**config.mk**
```make
export PLATFORM = sky130hd
export DESIGN_NAME = battery_charge_supervisor
export DESIGN_NICKNAME = d
export VERILOG_FILES = /design/src/sv/bcs_pkg.sv /design/src/sv/battery_charge_supervisor.sv /design/src/sv/bcs_front.sv /design/src/sv/bcs_queue.sv /design/src/sv/bcs_back.sv
export SDC_FILE = /design/constraint.sdc
export NUM_CORES = 1
export LEC_CHECK = 0
export BUFFER_PORTS_ARGS = -buffer_cell sky130_fd_sc_hd__buf_2
export CAP_MARGIN = 20
export CORE_MARGIN = 1
export CORE_UTILIZATION = 60
export DETAILED_ROUTE_END_ITERATION = 12
export PLACE_DENSITY = 0.81
export SYNTH_ARGS = -nofsm -noshare
export SYNTH_HDL_FRONTEND = slang
export SYNTH_SLANG_ARGS = --single-unit
```
**constraint.sdc**
```tcl
create_clock -name clk -period 12.3 [get_ports clk]
set_clock_uncertainty 0.2 [all_clocks]
set_input_delay 2.46 -clock clk [delete_from_list [all_inputs] [get_ports clk]]
set_output_delay 2.46 -clock clk [all_outputs]
set_load 0.01 [all_outputs]
```
**src/sv/bcs_pkg.sv**
```systemverilog
// Shared types and constants for the battery charge supervisor.
// Used by bcs_front, bcs_queue, bcs_back and battery_charge_supervisor.
// Depends on nothing.
package bcs_pkg;

  // Input commands, carried in s_tuser.
  typedef enum logic [1:0] {
    CMD_POLL       = 2'd0,
    CMD_CELL       = 2'd1,
    CMD_COUNT_FAIL = 2'd2,
    CMD_ROUND_DONE = 2'd3
  } cmd_t;

  // Result actions, carried in m_tuser.
  typedef enum logic [1:0] {
    ACT_NONE      = 2'd0,
    ACT_WRITE     = 2'd1,
    ACT_POWER_OFF = 2'd2
  } action_t;

  // Configuration register indexes.
  localparam logic [2:0] REG_CAPACITY_THRESHOLD = 3'd0;
  localparam logic [2:0] REG_CURRENT_THRESHOLD  = 3'd1;
  localparam logic [2:0] REG_CHARGE_CURRENT_SET = 3'd2;
  localparam logic [2:0] REG_CHARGE_VOLTAGE_SET = 3'd3;
  localparam logic [2:0] REG_WALL_CURRENT_SET   = 3'd4;
  localparam logic [2:0] REG_CELL_MAX_MV        = 3'd5;
  localparam logic [2:0] REG_CELL_MIN_MV        = 3'd6;
  localparam logic [2:0] REG_ERROR_LIMIT        = 3'd7;

  // Charger register masks and legal maxima.
  localparam logic [12:0] CUR_MASK  = 13'h1f80;
  localparam logic [14:0] VOLT_MASK = 15'h7ff0;
  localparam logic [12:0] CUR_MAX   = 13'd8064;
  localparam logic [14:0] VOLT_MAX  = 15'd19200;
  localparam logic [13:0] INPUT_MAX = 14'd11004;

  // Register reset values.
  localparam logic [6:0]  CAPACITY_THRESHOLD_RST = 7'd95;
  localparam logic [15:0] CURRENT_THRESHOLD_RST  = 16'd1;
  localparam logic [12:0] CHARGE_CURRENT_RST     = 13'd3000;
  localparam logic [14:0] CHARGE_VOLTAGE_RST     = 15'd12600;
  localparam logic [13:0] WALL_CURRENT_RST       = 14'd3750;
  localparam logic [14:0] CELL_MAX_RST           = 15'd4200;
  localparam logic [14:0] CELL_MIN_RST           = 15'd3000;
  localparam logic [7:0]  ERROR_LIMIT_RST        = 8'd10;

  // Job queue between the front and back parts.
  localparam int QDEPTH = 4;
  localparam int QAW    = $clog2(QDEPTH);

  // One result item.
  typedef struct packed {
    action_t     action;
    logic [12:0] out_current;
    logic [14:0] out_voltage;
    logic [13:0] out_input_limit;
    logic        round_continues;
    logic        last;
  } result_t;

  // All results of one input item: one or two.
  typedef struct packed {
    logic    two;
    result_t r0;
    result_t r1;
  } job_t;

endpackage

```
**src/sv/battery_charge_supervisor.sv**
```systemverilog
// Top level of the battery charge supervisor: stream ports, configuration port,
// and the front part, job queue and back part. Depends on bcs_pkg, bcs_front,
// bcs_queue and bcs_back.
//
//   Channel   Direction  Handshake           Contents
//   cfg       in         cfg_write           register index and write data
//   s         in         s_tvalid/s_tready   command and gauge or cell readings
//   m         out        m_tvalid/m_tready   action and charger settings
//
// An input item is taken whenever the job queue is not full; a poll that
// zeroes the settings, or a cell sample that both powers off and stops
// charging, gives two results that leave one after the other. Results pass
// through the job queue and then the output register. The four-entry job
// queue lets the input run ahead while the output stalls; s_tready drops
// only when the queue is full. Reset is synchronous and clears the queue,
// the output and hold valid flags, the error count and the stored settings,
// and loads the configuration registers with their default values.
module battery_charge_supervisor (
  input  logic        clk,
  input  logic        rst,
  // Configuration write port.
  input  logic        cfg_write,
  input  logic [2:0]  cfg_index,
  input  logic [15:0] cfg_data,
  // Input stream.
  input  logic        s_tvalid,
  output logic        s_tready,
  // s_tdata from bit 0: capacity[6:0], capacity_ok, avg_current[15:0],
  // current_ok, cell_mv[15:0], cell_ok, six zero bits.
  input  logic [47:0] s_tdata,
  // s_tuser: command[1:0].
  input  logic [1:0]  s_tuser,
  // Output stream.
  output logic        m_tvalid,
  input  logic        m_tready,
  // m_tdata from bit 0: out_current[12:0], out_voltage[14:0],
  // out_input_limit[13:0], round_continues, five zero bits.
  output logic [47:0] m_tdata,
  // m_tuser: action[1:0].
  output logic [1:0]  m_tuser,
  // m_tlast: the final result of its input item.
  output logic        m_tlast
);

  logic             accept;
  logic             push;
  logic             pop;
  logic             q_full;
  logic             q_nonempty;
  bcs_pkg::job_t    push_job;
  bcs_pkg::job_t    q_head;
  bcs_pkg::result_t out_res;

  assign s_tready = !q_full;
  assign accept   = s_tvalid && s_tready;

  bcs_front u_front (
    .clk         (clk),
    .rst         (rst),
    .cfg_write   (cfg_write),
    .cfg_index   (cfg_index),
    .cfg_data    (cfg_data),
    .accept      (accept),
    .command     (s_tuser),
    .capacity    (s_tdata[6:0]),
    .capacity_ok (s_tdata[7]),
    .avg_current (s_tdata[23:8]),
    .current_ok  (s_tdata[24]),
    .cell_mv     (s_tdata[40:25]),
    .cell_ok     (s_tdata[41]),
    .push        (push),
    .job         (push_job)
  );

  bcs_queue u_queue (
    .clk      (clk),
    .rst      (rst),
    .push     (push),
    .push_job (push_job),
    .pop      (pop),
    .full     (q_full),
    .nonempty (q_nonempty),
    .head     (q_head)
  );

  bcs_back u_back (
    .clk        (clk),
    .rst        (rst),
    .q_nonempty (q_nonempty),
    .q_head     (q_head),
    .pop        (pop),
    .out_ready  (m_tready),
    .out_valid  (m_tvalid),
    .out_res    (out_res)
  );

  assign m_tdata = {5'd0, out_res.round_continues, out_res.out_input_limit,
                    out_res.out_voltage, out_res.out_current};
  assign m_tuser = out_res.action;
  assign m_tlast = out_res.last;

endmodule

```
**src/sv/bcs_front.sv**
```systemverilog
// Front part of the battery charge supervisor: configuration registers,
// charger state, error count, and the decode of each input item into a job.
// Depends on bcs_pkg.
module bcs_front (
  input  logic               clk,
  input  logic               rst,
  input  logic               cfg_write,
  input  logic [2:0]         cfg_index,
  input  logic [15:0]        cfg_data,
  input  logic               accept,
  input  logic [1:0]         command,
  input  logic [6:0]         capacity,
  input  logic               capacity_ok,
  input  logic signed [15:0] avg_current,
  input  logic               current_ok,
  input  logic signed [15:0] cell_mv,
  input  logic               cell_ok,
  output logic               push,
  output bcs_pkg::job_t      job
);

  logic [6:0]         capacity_threshold;
  logic signed [15:0] current_threshold;
  logic [12:0]        charge_current_set;
  logic [14:0]        charge_voltage_set;
  logic [13:0]        wall_current_set;
  logic [14:0]        cell_max_mv;
  logic [14:0]        cell_min_mv;
  logic [7:0]         error_limit;

  logic [12:0] stored_current, stored_current_next;
  logic [14:0] stored_voltage, stored_voltage_next;
  logic [12:0] stored_input_half, stored_input_half_next;
  logic [7:0]  fault_count, fault_count_next;

  logic [1:0]         err_inc;
  logic [8:0]         err_sum;
  logic [7:0]         err_new;
  logic [6:0]         cap_eff;
  logic signed [15:0] cur_eff;
  logic               settings_idle;
  logic               settings_live;
  logic               start, in_range, over;
  logic               off, stop;
  logic [12:0]        new_current;
  logic [14:0]        new_voltage;
  logic [12:0]        new_half;
  logic [13:0]        limit_now;
  logic signed [16:0] mv_ext;
  bcs_pkg::result_t   res_off, res_stop;

  always_ff @(posedge clk) begin
    if (rst) begin
      capacity_threshold <= bcs_pkg::CAPACITY_THRESHOLD_RST;
      current_threshold  <= bcs_pkg::CURRENT_THRESHOLD_RST;
      charge_current_set <= bcs_pkg::CHARGE_CURRENT_RST;
      charge_voltage_set <= bcs_pkg::CHARGE_VOLTAGE_RST;
      wall_current_set   <= bcs_pkg::WALL_CURRENT_RST;
      cell_max_mv        <= bcs_pkg::CELL_MAX_RST;
      cell_min_mv        <= bcs_pkg::CELL_MIN_RST;
      error_limit        <= bcs_pkg::ERROR_LIMIT_RST;
    end else if (cfg_write) begin
      case (cfg_index)
        bcs_pkg::REG_CAPACITY_THRESHOLD: capacity_threshold <= cfg_data[6:0];
        bcs_pkg::REG_CURRENT_THRESHOLD:  current_threshold  <= cfg_data;
        bcs_pkg::REG_CHARGE_CURRENT_SET: charge_current_set <= cfg_data[12:0];
        bcs_pkg::REG_CHARGE_VOLTAGE_SET: charge_voltage_set <= cfg_data[14:0];
        bcs_pkg::REG_WALL_CURRENT_SET:   wall_current_set   <= cfg_data[13:0];
        bcs_pkg::REG_CELL_MAX_MV:        cell_max_mv        <= cfg_data[14:0];
        bcs_pkg::REG_CELL_MIN_MV:        cell_min_mv        <= cfg_data[14:0];
        bcs_pkg::REG_ERROR_LIMIT:        error_limit        <= cfg_data[7:0];
        default: ;
      endcase
    end
  end

  always_ff @(posedge clk) begin
    if (rst) begin
      stored_current    <= '0;
      stored_voltage    <= '0;
      stored_input_half <= '0;
      fault_count       <= '0;
    end else if (accept) begin
      stored_current    <= stored_current_next;
      stored_voltage    <= stored_voltage_next;
      stored_input_half <= stored_input_half_next;
      fault_count       <= fault_count_next;
    end
  end

  // Readings that failed, and each count-fail command, count as errors; the count saturates at 255.
  always_comb begin
    err_inc = 2'd0;
    case (bcs_pkg::cmd_t'(command))
      bcs_pkg::CMD_POLL:       err_inc = 2'({1'b0, ~capacity_ok}) + 2'({1'b0, ~current_ok});
      bcs_pkg::CMD_CELL:       err_inc = {1'b0, ~cell_ok};
      bcs_pkg::CMD_COUNT_FAIL: err_inc = 2'd1;
      default:                 err_inc = 2'd0;
    endcase
    err_sum = {1'b0, fault_count} + {7'd0, err_inc};
    err_new = err_sum[8] ? 8'hff : err_sum[7:0];
  end

  assign cap_eff       = capacity_ok ? capacity : capacity_threshold;
  assign cur_eff       = current_ok ? avg_current : current_threshold;
  assign settings_idle = (stored_current == '0) || (stored_voltage == '0);
  assign settings_live = (stored_current != '0) || (stored_voltage != '0);
  assign start         = (cap_eff < capacity_threshold) && (cur_eff < current_threshold)
                         && settings_idle;
  assign in_range      = (charge_current_set <= bcs_pkg::CUR_MAX)
                         && (charge_voltage_set <= bcs_pkg::VOLT_MAX)
                         && (wall_current_set <= bcs_pkg::INPUT_MAX);
  assign over          = err_new > error_limit;
  assign new_current   = charge_current_set & bcs_pkg::CUR_MASK;
  assign new_voltage   = charge_voltage_set & bcs_pkg::VOLT_MASK;
  assign new_half      = wall_current_set[13:1] & bcs_pkg::CUR_MASK;
  assign limit_now     = {stored_input_half, 1'b0};

  // Cell thresholds are unsigned; compare against the signed sample at 17 bits.
  assign mv_ext = 17'(cell_mv);
  assign off    = cell_ok && (cell_mv > 16'sd0)
                  && (mv_ext < $signed({2'b00, cell_min_mv})) && settings_idle;
  assign stop   = cell_ok && (mv_ext > $signed({2'b00, cell_max_mv})) && settings_live;

  always_comb begin
    res_off          = '0;
    res_off.action   = bcs_pkg::ACT_POWER_OFF;
    res_off.last     = !stop;
    res_stop                 = '0;
    res_stop.action          = bcs_pkg::ACT_WRITE;
    res_stop.out_input_limit = limit_now;
    res_stop.last            = 1'b1;
  end

  always_comb begin
    stored_current_next    = stored_current;
    stored_voltage_next    = stored_voltage;
    stored_input_half_next = stored_input_half;
    fault_count_next       = err_new;
    push                   = 1'b0;
    job                    = '0;
    case (bcs_pkg::cmd_t'(command))
      bcs_pkg::CMD_POLL: begin
        push = accept;
        if (start) begin
          job.r0.last = 1'b1;
          if (in_range) begin
            stored_current_next    = new_current;
            stored_voltage_next    = new_voltage;
            stored_input_half_next = new_half;
            job.r0.action          = bcs_pkg::ACT_WRITE;
            job.r0.out_current     = new_current;
            job.r0.out_voltage     = new_voltage;
            job.r0.out_input_limit = {new_half, 1'b0};
          end else begin
            job.r0.action = bcs_pkg::ACT_NONE;
          end
        end else if (over) begin
          // Too many errors: zero the settings, write them, then the watchdog feed.
          stored_current_next        = '0;
          stored_voltage_next        = '0;
          job.two                    = 1'b1;
          job.r0.action              = bcs_pkg::ACT_WRITE;
          job.r0.out_input_limit     = limit_now;
          job.r1.action              = bcs_pkg::ACT_WRITE;
          job.r1.out_input_limit     = limit_now;
          job.r1.round_continues     = 1'b1;
          job.r1.last                = 1'b1;
        end else begin
          job.r0.action          = bcs_pkg::ACT_WRITE;
          job.r0.out_current     = stored_current;
          job.r0.out_voltage     = stored_voltage;
          job.r0.out_input_limit = limit_now;
          job.r0.round_continues = 1'b1;
          job.r0.last            = 1'b1;
        end
      end
      bcs_pkg::CMD_CELL: begin
        push = accept && (off || stop);
        if (stop) begin
          stored_current_next = '0;
          stored_voltage_next = '0;
        end
        if (off) begin
          job.r0  = res_off;
          job.two = stop;
          job.r1  = res_stop;
        end else begin
          job.r0 = res_stop;
        end
      end
      bcs_pkg::CMD_ROUND_DONE: fault_count_next = '0;
      default: ;
    endcase
  end

endmodule

```
**src/sv/bcs_queue.sv**
```systemverilog
// Short job queue between the front and back parts of the supervisor.
// Depends on bcs_pkg for the job type and depth.
module bcs_queue (
  input  logic          clk,
  input  logic          rst,
  input  logic          push,
  input  bcs_pkg::job_t push_job,
  input  logic          pop,
  output logic          full,
  output logic          nonempty,
  output bcs_pkg::job_t head
);

  bcs_pkg::job_t mem [bcs_pkg::QDEPTH];
  logic [bcs_pkg::QAW-1:0] wr_ptr, rd_ptr;
  logic [bcs_pkg::QAW:0]   count;

  assign full     = count == (bcs_pkg::QAW+1)'(bcs_pkg::QDEPTH);
  assign nonempty = count != '0;
  assign head     = mem[rd_ptr];

  always_ff @(posedge clk) begin
    if (push) begin
      mem[wr_ptr] <= push_job;
    end
  end

  always_ff @(posedge clk) begin
    if (rst) begin
      wr_ptr <= '0;
      rd_ptr <= '0;
      count  <= '0;
    end else begin
      if (push) begin
        wr_ptr <= wr_ptr + 1'b1;
      end
      if (pop) begin
        rd_ptr <= rd_ptr + 1'b1;
      end
      case ({push, pop})
        2'b10:   count <= count + 1'b1;
        2'b01:   count <= count - 1'b1;
        default: count <= count;
      endcase
    end
  end

endmodule

```
**src/sv/bcs_back.sv**
```systemverilog
// Back part of the supervisor: takes jobs from the queue and presents their
// results one at a time in an output register. Depends on bcs_pkg.
module bcs_back (
  input  logic             clk,
  input  logic             rst,
  input  logic             q_nonempty,
  input  bcs_pkg::job_t    q_head,
  output logic             pop,
  input  logic             out_ready,
  output logic             out_valid,
  output bcs_pkg::result_t out_res
);

  logic             hold_valid;
  bcs_pkg::result_t hold_res;
  logic             load;

  // The second result of a job waits in the hold register, so the queue
  // slot frees as soon as the first result is loaded.
  assign load = !out_valid || out_ready;
  assign pop  = load && !hold_valid && q_nonempty;

  always_ff @(posedge clk) begin
    if (rst) begin
      out_valid  <= 1'b0;
      hold_valid <= 1'b0;
    end else if (load) begin
      if (hold_valid) begin
        out_valid  <= 1'b1;
        hold_valid <= 1'b0;
      end else begin
        out_valid  <= q_nonempty;
        hold_valid <= q_nonempty && q_head.two;
      end
    end
  end

  always_ff @(posedge clk) begin
    if (load) begin
      if (hold_valid) begin
        out_res <= hold_res;
      end else begin
        out_res  <= q_head.r0;
        hold_res <= q_head.r1;
      end
    end
  end

endmodule
```
Yosys cells after proc, flatten, opt, wreduce, memory -nomap -nowiden
Memory sizes are Yosys's and may differ from the RTL's. A register that Yosys moved wholly into a read port is not among the register bits.
Index checks and enable logic that the tools add are counted.
{ "totals": {"ff_bits": 246, "ramBits": 372, "wordCells": 150, "mem_count": 1} }
{ "op_classes": {"add_sub_neg": 6, "magnitude_cmp": 9, "n_eq_ne": 16, "muxes": 43, "bitwise_logic": 4, "n_reduce_logical": 42} }
{ "mem_list": {"columns": ["name", "words", "word_bits", "rd", "rd_ports_with_merged_regs", "write_ports", "line_no", "rtl"], "rows": [
  ["u_queue.mem", 4, 93, 1, 1, 1, "bcs_queue.sv:14", "bcs_pkg::job_t mem [bcs_pkg::QDEPTH];"]
]} }
{ "ops": {"columns": ["op", "count"], "rows": [
  ["$pmux W49 S2", 1],
  ["$mux W46", 2],
  ["$mux W15", 4],
  ["$mux W28", 2],
  ["$mux W13", 4],
  ["$mux W16", 3],
  ["$mux W45", 1],
  ["$mux W43", 1],
  ["$mux W42", 1],
  ["$lt A16 B16 Y1", 2],
  ["$pmux W16 S2", 1],
  ["$pmux W15 S2", 1],
  ["$pmux W13 S2", 1],
  ["$reduce_and A2 Y1", 9],
  ["$gt A16 B1 Y1 const B", 1],
  ["$gt A16 B16 Y1", 1],
  ["$mux W8", 2],
  ["$eq A3 B3 Y1 const B", 5],
  ["$le A15 B15 Y1 const B", 1],
  ["$logic_not A15 Y1", 1],
  ["$reduce_bool A15 Y1", 1],
  ["$le A14 B14 Y1 const B", 1],
  ["$logic_and A1 B1 Y1", 14],
  ["$le A13 B13 Y1 const B", 1],
  ["other kinds (31)", 59]
]} }

Logic depth before layout (Yosys ltp)
Gate-level depths: netlist (run 1).
{ "logic_depth": {"word_depth": 9, "ltp_mapped": 22, "ltp_nobuf": 19} }

Cells and area by module
A second synthesis (run 1) with hierarchy kept.
{ "hier_totals": {"hier_cells": 1696, "area_unflattened_um2": 25189.2} }
{ "by_module_without_submodules": {"columns": ["module", "n_inst", "cells_each", "area_per_inst_um2", "seq_area_each_um2"], "rows": [
  ["bcs_queue", 1, 528, 13844.5, 11350.9],
  ["bcs_front", 1, 1004, 7826.3, 2682.6],
  ["bcs_back", 1, 156, 3467.1, 2802.7],
  ["battery_charge_supervisor", 1, 8, 51.3, 0.0]
]} }

Worst setup path after synthesis (run 1)
OpenSTA, ideal clock, no wires.
{ "synth_timing": {"path_type": "input to register", "from": "input port s_tdata[7]", "to": "memory u_queue.mem[0][87] (netlist bit) (data pin)", "arrival_ns": 5.851, "t_required_ns": 11.838, "setup_slack_ns": 5.986, "cell_stages": 20, "path_buffers": 3, "cell_sequence": "clkbuf_1 -> inv_1 -> ha_1 -> nor2_1 -> o22ai_1 -> ha_1 -> inv_1 -> fa_1 -> nor2_1 -> and3_1 -> nand3b_1 -> o21a_1 -> ha_1 -> nand4_1 -> nand2b_1 -> o221a_2 -> and2_1 -> buf_2 -> buf_6 -> a22o_2"} }
{ "synth_rtl": {"columns": ["item", "line_no", "rtl"], "rows": [
  ["start, declared", "battery_charge_supervisor.sv:30", "input logic [47:0] s_tdata,"],
  ["end, declared", "bcs_queue.sv:14", null]
]} }

==> metrics.yaml, run 1 <==
outcome:
  status: "complete, no violations"
logic_synthesis:
  synth_top_family_by_area: "simple AND/OR/NAND/NOR gates"
  synth_mux_area_share_pct: 7.85
  synth_xor_area_share_pct: 0.474
  syn_avg_cell_area_sq_um: 11.3
  synth_area_sq_mm: 0.0148
  async_reset_ff_share_pct: 0
  synth_seq_cells: 324
  ys.flop_type: "edfxtp_1"
  ys_types: 71
  synthCells: 1305
  yosysWarningCount: 0
  synth-edff-count: 179
  seq_area_frac_synth_pct: 56.0
  synth_simple_gate_area_share_pct: 14.9
  synth-compound-area-share_pct: 9.72
  synthAdderAreaFrac_pct: 5.86
clock_tree:
  postCtsResizedCells: 0
  post_cts_buffers: 0
  cts_tree: "built"
  cts.sinks: 324
  h-tree-depth: 1
  cts_root_buf: "clkbuf_16"
  clk_path_buf_depth: 3
  insertion_delay_ps: 560
  cts.clk_slew.worst_paths_ps: 60
  hold_buffers: 0
  cts_buffers: 31
worst_setup_path:
  start_kind: "primary input"
  cpPeakStageDelay_ps: 640
  crit-reg2reg-launch: "u_front.fault_count[0]"
  crit_end: "u_queue.mem[1][75]"
  crit_chain: "buf_2 > inv_1 > ha_1 > nor2_1 > o22ai_1 > ha_1 > inv_1 > fa_1 > nor2_1 > and3_1 > nand3_1 > nand2_1 > ha_1 > a21o_1 > a21o_1 > a21oi_1 > o221a_2 > and2_1 > a22o_1"
  r2r_cells: 14
  worst-path-buf-inv: 3
  critPathMostFrequentCell: "ha_1"
  cp.depth: 19
  worstSetupPathType: "in -> reg"
  worstPathMaxFanout: 32
  r2r_end: "u_queue.mem[1][75]"
  critPathLaunch: "s_tdata[24]"
  worst_ep_required_time_ps: 12480
  r2r_setup_slack_ps: 8050
  worst_ep_arrival_time_ps: 7180
  crit_family: "simple AND/OR/NAND/NOR gates"
  slowest_stage: "and2_1"
  end_kind: "flip-flop"
grt:
  grt_start_max_net_pins: 88
  first_global_vias: 9720
  overflow: 0
  antenna_found_initial: 0
  grt_pass1_wl_um: 50500
  track_usage_pct: 25.3
drt:
  drc: 0
  vias: 9946
  drt_iter0_drc: 838
  first_pass_iters: 5
  wirelength_um: 31700
  wl_per_cell_um: 18.3
  ant_nets: 0
  via_per_inst: 5.75
sta:
  rsz0062_at_grt: "false"
  timing.final.crit_share_pct: 56.9
  maxSlewViolCount: 0
  relSlewSlack_pct: 33.0
  clock.fmax_mhz: 143
  setup_viol: 0
  holdWs_ps: 254
  hold_viol_final: 0
  period_minus_slack_ps: 7000
  setup_tns_ps: 0
  tightest_slew_ps: 1000
  worst_slack_ps: 5300
placed_design:
  numPortBuffers: 96
  dp_slack_ps: 4780
  place.gp.congestion: 0.914
  dp_hpwl_um: 20800
worst_hold_path:
  min-delay-path-class: "reg -> reg"
floorplan:
  die_area_sq_mm: 0.0253
  die_w_um: 159
  die_h_um: 159
  boundaryPins: 127
  core-area_sq_mm: 0.0242
  num_rows: 57
  start_util_pct: 61.0
job:
  drv_cap: 0
final_layout:
  layout.nets: 1524
  n_antenna_cell: 0
  post_route_cells_drive_above_1_share_pct: 15.9
  syn2layout_area_growth_pct: 11.6
  fillers: 1807
pwr:
  p_leak_uw: 0.00621
  power_density_mw_per_mm2: 164
  irDropWorstVdd_uv: 98.0
report_power, final:
| part | internal (uW) | switching [uW] | leakage [uW] | total (uW) |
|---|---|---|---|---|
| Combinational | 192 | 258 | 0.00280 | 450 |
| Clock | 581 | 397 | 0.000512 | 977 |
| Sequential | 1250 | 32.6 | 0.00290 | 1290 |
Yosys cell counts, types with 4 or more instances:
| cell type | instances | area [sq um] |
|---|---|---|
| a211o_1 | 20 | 175 |
| buf_4 | 24 | 180 |
| nor2_1 | 50 | 188 |
| nor3_1 | 10 | 50.1 |
| a22o_1 | 22 | 193 |
| nor4_1 | 8 | 50.1 |
| ha_1 | 66 | 826 |
| clkbuf_2 | 7 | 35.0 |
| nor3b_1 | 8 | 60.1 |
| o21ai_0 | 34 | 170 |
| a31oi_1 | 4 | 25.0 |
| nand3_1 | 8 | 40.0 |
| mux2i_1 | 26 | 260 |
| nand2b_1 | 41 | 257 |
| buf_1 | 6 | 22.5 |
| clkbuf_1 | 46 | 173 |
| dfxtp_1 | 145 | 2900 |
| a211oi_1 | 5 | 37.5 |
| a22oi_1 | 9 | 67.6 |
| edfxtp_1 | 179 | 5380 |
| nand2_1 | 237 | 890 |
| nor2b_1 | 25 | 156 |
| nand3b_1 | 24 | 180 |
| a21oi_1 | 92 | 460 |
| nand4_1 | 8 | 50.1 |
| buf_2 | 4 | 20.0 |
| inv_1 | 76 | 285 |
| mux2_2 | 8 | 90.1 |
| xor2_1 | 5 | 43.8 |
| a21o_1 | 6 | 45.0 |
| and2_1 | 6 | 37.5 |
| mux4_2 | 36 | 811 |
cells by family after synthesis:
group | Yosys count
AO/OA/AOI/OAI | 219
XOR/XNOR | 8
other | 1
multiplexers | 70
adder cells (fa/ha/maj) | 68
flip-flops | 324
buffers and inverters | 166
AND/OR/NAND/NOR | 449
cell usage in the layout (no fill, tap or decap), types with 14 or more instances in the layout:
cell / n
a22o_1: 22
o21ai_0: 34
a211o_1: 20
mux2i_1: 26
nor2b_1: 25
conb_1: 24
nor2_1: 50
edfxtp_1: 179
clkbuf_16: 32
nand3b_1: 24
buf_2: 95
buf_4: 14
nand2b_1: 41
a21oi_1: 92
inv_1: 76
dfxtp_1: 144
ha_1: 66
nand2_1: 237
mux4_2: 36
area by class of cell:
type	instances	area, sq um	share of cell area [%]
clock buffer	45	920	5.57
multi-input combinational	838	5830	35.4
timing repair buffer	111	623	3.78
sequential	324	8280	50.2
clock inverter	13	150	0.910
inverter	76	285	1.73
tap	324	405	2.46
registers in the layout, indices dropped and copies added (netlist names), 11 cells and up, named ones only:
signal / flops
u_front.cell_max_mv: 15
u_front.current_threshold: 16
u_front.charge_current_set: 13
u_front.cell_min_mv: 15
u_back.out_res: 27
u_front.wall_current_set: 14
u_front.stored_voltage: 11
u_queue.mem: 144
u_front.charge_voltage_set: 15
per-stage QoR:
stage | util [%] | instances | total power, uW | cell area, sq um
finish | 68.0 | 1731 | 2710 | 16500
global route | 68.0 | 1731 | 2820 | 16500
CTS | 68.0 | 1730 | 2740 | 16500
detailed placement | 63.6 | 1672 | 1760 | 15400
global placement | 63.4 | 1670 | 1740 | 15400
floorplan | - | 1328 | 1620 | 14900
layer usage:
layer / part of all wire [%] / global-route usage (%)
met3: 6.4 / 3.54
met5: 0 / 0
met2: 49 / 43.4
met1: 42 / 33.9
met4: 2.5 / 7.08
worst min path at each step:
stage / start / endpoint / slack [ps] / cells past startpoint
final: u_front.cell_max_mv[9] / u_front.cell_max_mv[9] / 250 / 2
after global routing: u_front.current_threshold[10] / u_front.current_threshold[10] / 270 / 2
after global placement: u_front.charge_voltage_set[0] / u_front.charge_voltage_set[0] / 240 / 2
after floorplan: u_front.charge_voltage_set[0] / u_front.charge_voltage_set[0] / 230 / 2
after detailed placement: u_front.cell_min_mv[6] / u_front.cell_min_mv[6] / 250 / 2
after CTS: u_front.cell_min_mv[6] / u_front.cell_min_mv[6] / 250 / 2
worst reg2reg max path, delay by kind of cell (launching register included):
family	cells	cell delay, ps
buffers and inverters	1	60
adders and majority gates	3	820
AOI/OAI and AO/OA	5	1240
DFF	1	330
and+or+nand+nor	5	1420
(Power assumes the default switching activity.)
==> run 2, diff against run 1 <==
Settings changed: CORE_UTILIZATION 60 to 54, PLACE_DENSITY 0.81 to 0.77.
Clock period 12.3 ns to 5.9 ns, I/O delays scaled along.
==> run 2 against run 1 <==
Total power rose by 110%; final area rose by 0.52%; die area rose by 11%; via count fell by 0.43%.
==> metrics.yaml, run 2 (same netlist as run 1, synthesis figures left out) <==
sta:
  setup_viol: 0  # unchanged
  maxSlewViolCount: 0  # unchanged
  hold_viol_final: 0  # unchanged
  setup_tns_ps: 0  # unchanged
  timing.final.crit_share_pct: 85.5
  worst_slack_ps: 858  # was 5300 ps
  rsz0062_at_grt: "false"  # unchanged
  relSlewSlack_pct: 30.6  # was 33.0%
  clock.fmax_mhz: 198
  tightest_slew_ps: 1040  # was 1000 ps
  period_minus_slack_ps: 5040
drt:
  wl_per_cell_um: 18.2  # was 18.3 um
  via_per_inst: 5.64  # was 5.75
  vias: 9903  # was 9946
  ant_nets: 0  # unchanged
  first_pass_iters: 5  # unchanged
  drt_iter0_drc: 804  # was 838
  wirelength_um: 31900  # was 31700 um
  drc: 0  # unchanged
worst_setup_path:
  worst_ep_required_time_ps: 6060  # was 12480 ps
  r2r_cells: 15  # was 14
  cp.depth: 21  # was 19
  critPathLaunch: "s_tdata[7]"  # was s_tdata[24]
  start_kind: "primary input"  # unchanged
  crit_end: "u_queue.mem[3][74]"  # was u_queue.mem[1][75]
  crit-reg2reg-launch: "u_front.cell_max_mv[13]"  # was u_front.fault_count[0]
  slowest_stage: "fa_1"  # was and2_1
  r2r_end: "u_queue.count[2]"  # was u_queue.mem[1][75]
  crit_family: "simple AND/OR/NAND/NOR gates"  # unchanged
  worstPathMaxFanout: 21  # was 32
  end_kind: "flip-flop"  # unchanged
  worstSetupPathType: "in -> reg"  # unchanged
  r2r_setup_slack_ps: 2090  # was 8050 ps
  crit_chain: "buf_2 > inv_1 > ha_1 > nor2_1 > o22ai_1 > ha_1 > inv_1 > fa_1 > nor2_1 > and3_1 > nand3_1 > nand2_1 > ha_1 > nor2b_1 > o21ai_0 > nand2b_1 > a21oi_1 > o221a_2 > and2_1 > buf_12 > a22o_1"  # was buf_2 > inv_1 > ha_1 > nor2_1 > o22ai_1 > ha_1 > inv_1 > fa_1 > nor2_1 > and3_1 > nand3_1 > nand2_1 > ha_1 > a21o_1 > a21o_1 > a21oi_1 > o221a_2 > and2_1 > a22o_1
  cpPeakStageDelay_ps: 400  # was 640 ps
  critPathMostFrequentCell: "ha_1"  # unchanged
  worst-path-buf-inv: 4  # was 3
  worst_ep_arrival_time_ps: 5200  # was 7180 ps
clock_tree:
  hold_buffers: 0  # unchanged
  insertion_delay_ps: 520  # was 560 ps
  cts.clk_slew.worst_paths_ps: 60  # about the same
  clk_path_buf_depth: 3  # unchanged
  post_cts_buffers: 0  # unchanged
  postCtsResizedCells: 0  # unchanged
  cts.sinks: 324  # unchanged
  cts_tree: "built"  # unchanged
  cts_root_buf: "clkbuf_16"  # unchanged
  h-tree-depth: 2  # was 1
  cts_buffers: 34  # was 31
pwr:
  p_leak_uw: 0.00626  # was 0.00621 uW
  clkPwrFrac_pct: 36.3  # was 36.0%
  pwr-share-seq_pct: 47.2  # was 47.4%
  power.switching_uw: 1460  # was 687 uW
  switching_share_pct: 25.7  # was 25.3%
  power_density_mw_per_mm2: 342  # was 164 mW/mm^2
  irDropWorstVdd_uv: 220  # was 98.0 uV
  pwr-share-comb_pct: 16.5  # was 16.6%
  intPower_uw: 4220  # was 2030 uW
grt:
  grt_pass1_wl_um: 50700  # was 50500 um
  first_global_vias: 9712  # was 9720
  grt_start_max_net_pins: 115  # was 88
  track_usage_pct: 23.2  # was 25.3%
  antenna_found_initial: 0  # unchanged
  overflow: 0  # unchanged
final_layout:
  largest-register: "u_queue.mem"  # unchanged
  n_antenna_cell: 0  # unchanged
  post_route_cells_drive_above_1_share_pct: 16.1  # was 15.9%
  final_common_cell: "nand2_1"  # unchanged
  syn2layout_area_growth_pct: 12.2  # was 11.6%
  layout_common_cells: "nand2_1, edfxtp_1, dfxtp_1, buf_2, a21oi_1"  # unchanged
  fillers: 2147  # was 1807
  largest_reg_flops: 144  # unchanged
  layout.nets: 1532  # was 1524
  top_regs: "u_queue.mem x144, u_back.out_res x27, u_front.current_threshold x16"  # unchanged
placed_design:
  numPortBuffers: 96  # unchanged
  place.gp.congestion: 0.878  # was 0.914
  dp_hpwl_um: 20900  # was 20800 um
  dp_slack_ps: 366  # was 4780 ps
floorplan:
  core-area_sq_mm: 0.0269  # was 0.0242 sq mm
  num_rows: 60  # was 57
  boundaryPins: 127  # unchanged
  die_area_sq_mm: 0.0280  # was 0.0253 sq mm
  start_util_pct: 55.0  # was 61.0%
  die_w_um: 167  # was 159 um
  die_h_um: 167  # was 159 um
outcome:
  status: "complete, no violations"  # unchanged
worst_hold_path:
  min-delay-path-class: "reg -> reg"  # unchanged
job:
  drv_cap: 0  # unchanged
## run 2: tightest hold or removal path, delay by kind of cell (launching register included)
kind	cells	cell delay, ps
simple gates	1	50
flops	1	300
compound gates	1	50
## run 2: worst min-delay path by stage
| stage | startpoint | cells after the start | end |
|---|---|---|---|
| 2_1_floorplan | u_front.charge_voltage_set[0] | 2 | u_front.charge_voltage_set[0] |
| 3_3_place_gp | u_front.charge_current_set[6] | 2 | u_front.charge_current_set[6] |
| 3_5_place_dp | u_front.charge_voltage_set[1] | 2 | u_front.charge_voltage_set[1] |
| 4_1_cts | u_front.charge_voltage_set[1] | 2 | u_front.charge_voltage_set[1] |
| 5_1_grt | u_front.cell_max_mv[10] | 2 | u_front.cell_max_mv[10] |
| 6_report | u_front.charge_voltage_set[1] | 2 | u_front.charge_voltage_set[1] |
## run 2: layer usage
metal  wire length [um]  global-route usage [%]
met5                  0                       0
met4                843                    8.22
met3               1920                    3.88
met2              15200                    39.0
met1              13900                    30.3
## run 2: metrics by stage
step / hold slack, ps / cell area, sq um / power, uW / util, % / std cells
2_1_floorplan: 231 / 14900 / 3370 / - / 1328
3_3_place_gp: 242 / 15500 / 3640 / 57.5 / 1693
3_5_place_dp: 247 / 15500 / 3670 / 57.5 / 1693
4_1_cts: 255 / 16500 / 5720 / 61.6 / 1755
5_1_grt: 268 / 16600 / 5900 / 61.7 / 1757
6_report: 252 / 16600 / 5670 / 61.7 / 1757
## run 2: layout make-up
class                      count  area (sq um)  area share, %
sequential                   324          8280           49.9
inverter                      76           285           1.72
clock buffer                  55          1030           6.22
timing repair buffer         116           666           4.01
tap                          341           427           2.57
multi-input combinational    838          5830           35.2
clock inverter                 7          58.8          0.355
## run 2: power groups by stage
stage | clock [uW] | sequential, uW | combinational (uW)
floorplan | 0 | 2770 | 602
global placement | 0 | 2720 | 918
detailed placement | 0 | 2730 | 939
CTS | 2100 | 2680 | 946
global route | 2170 | 2690 | 1030
finish | 2060 | 2680 | 938
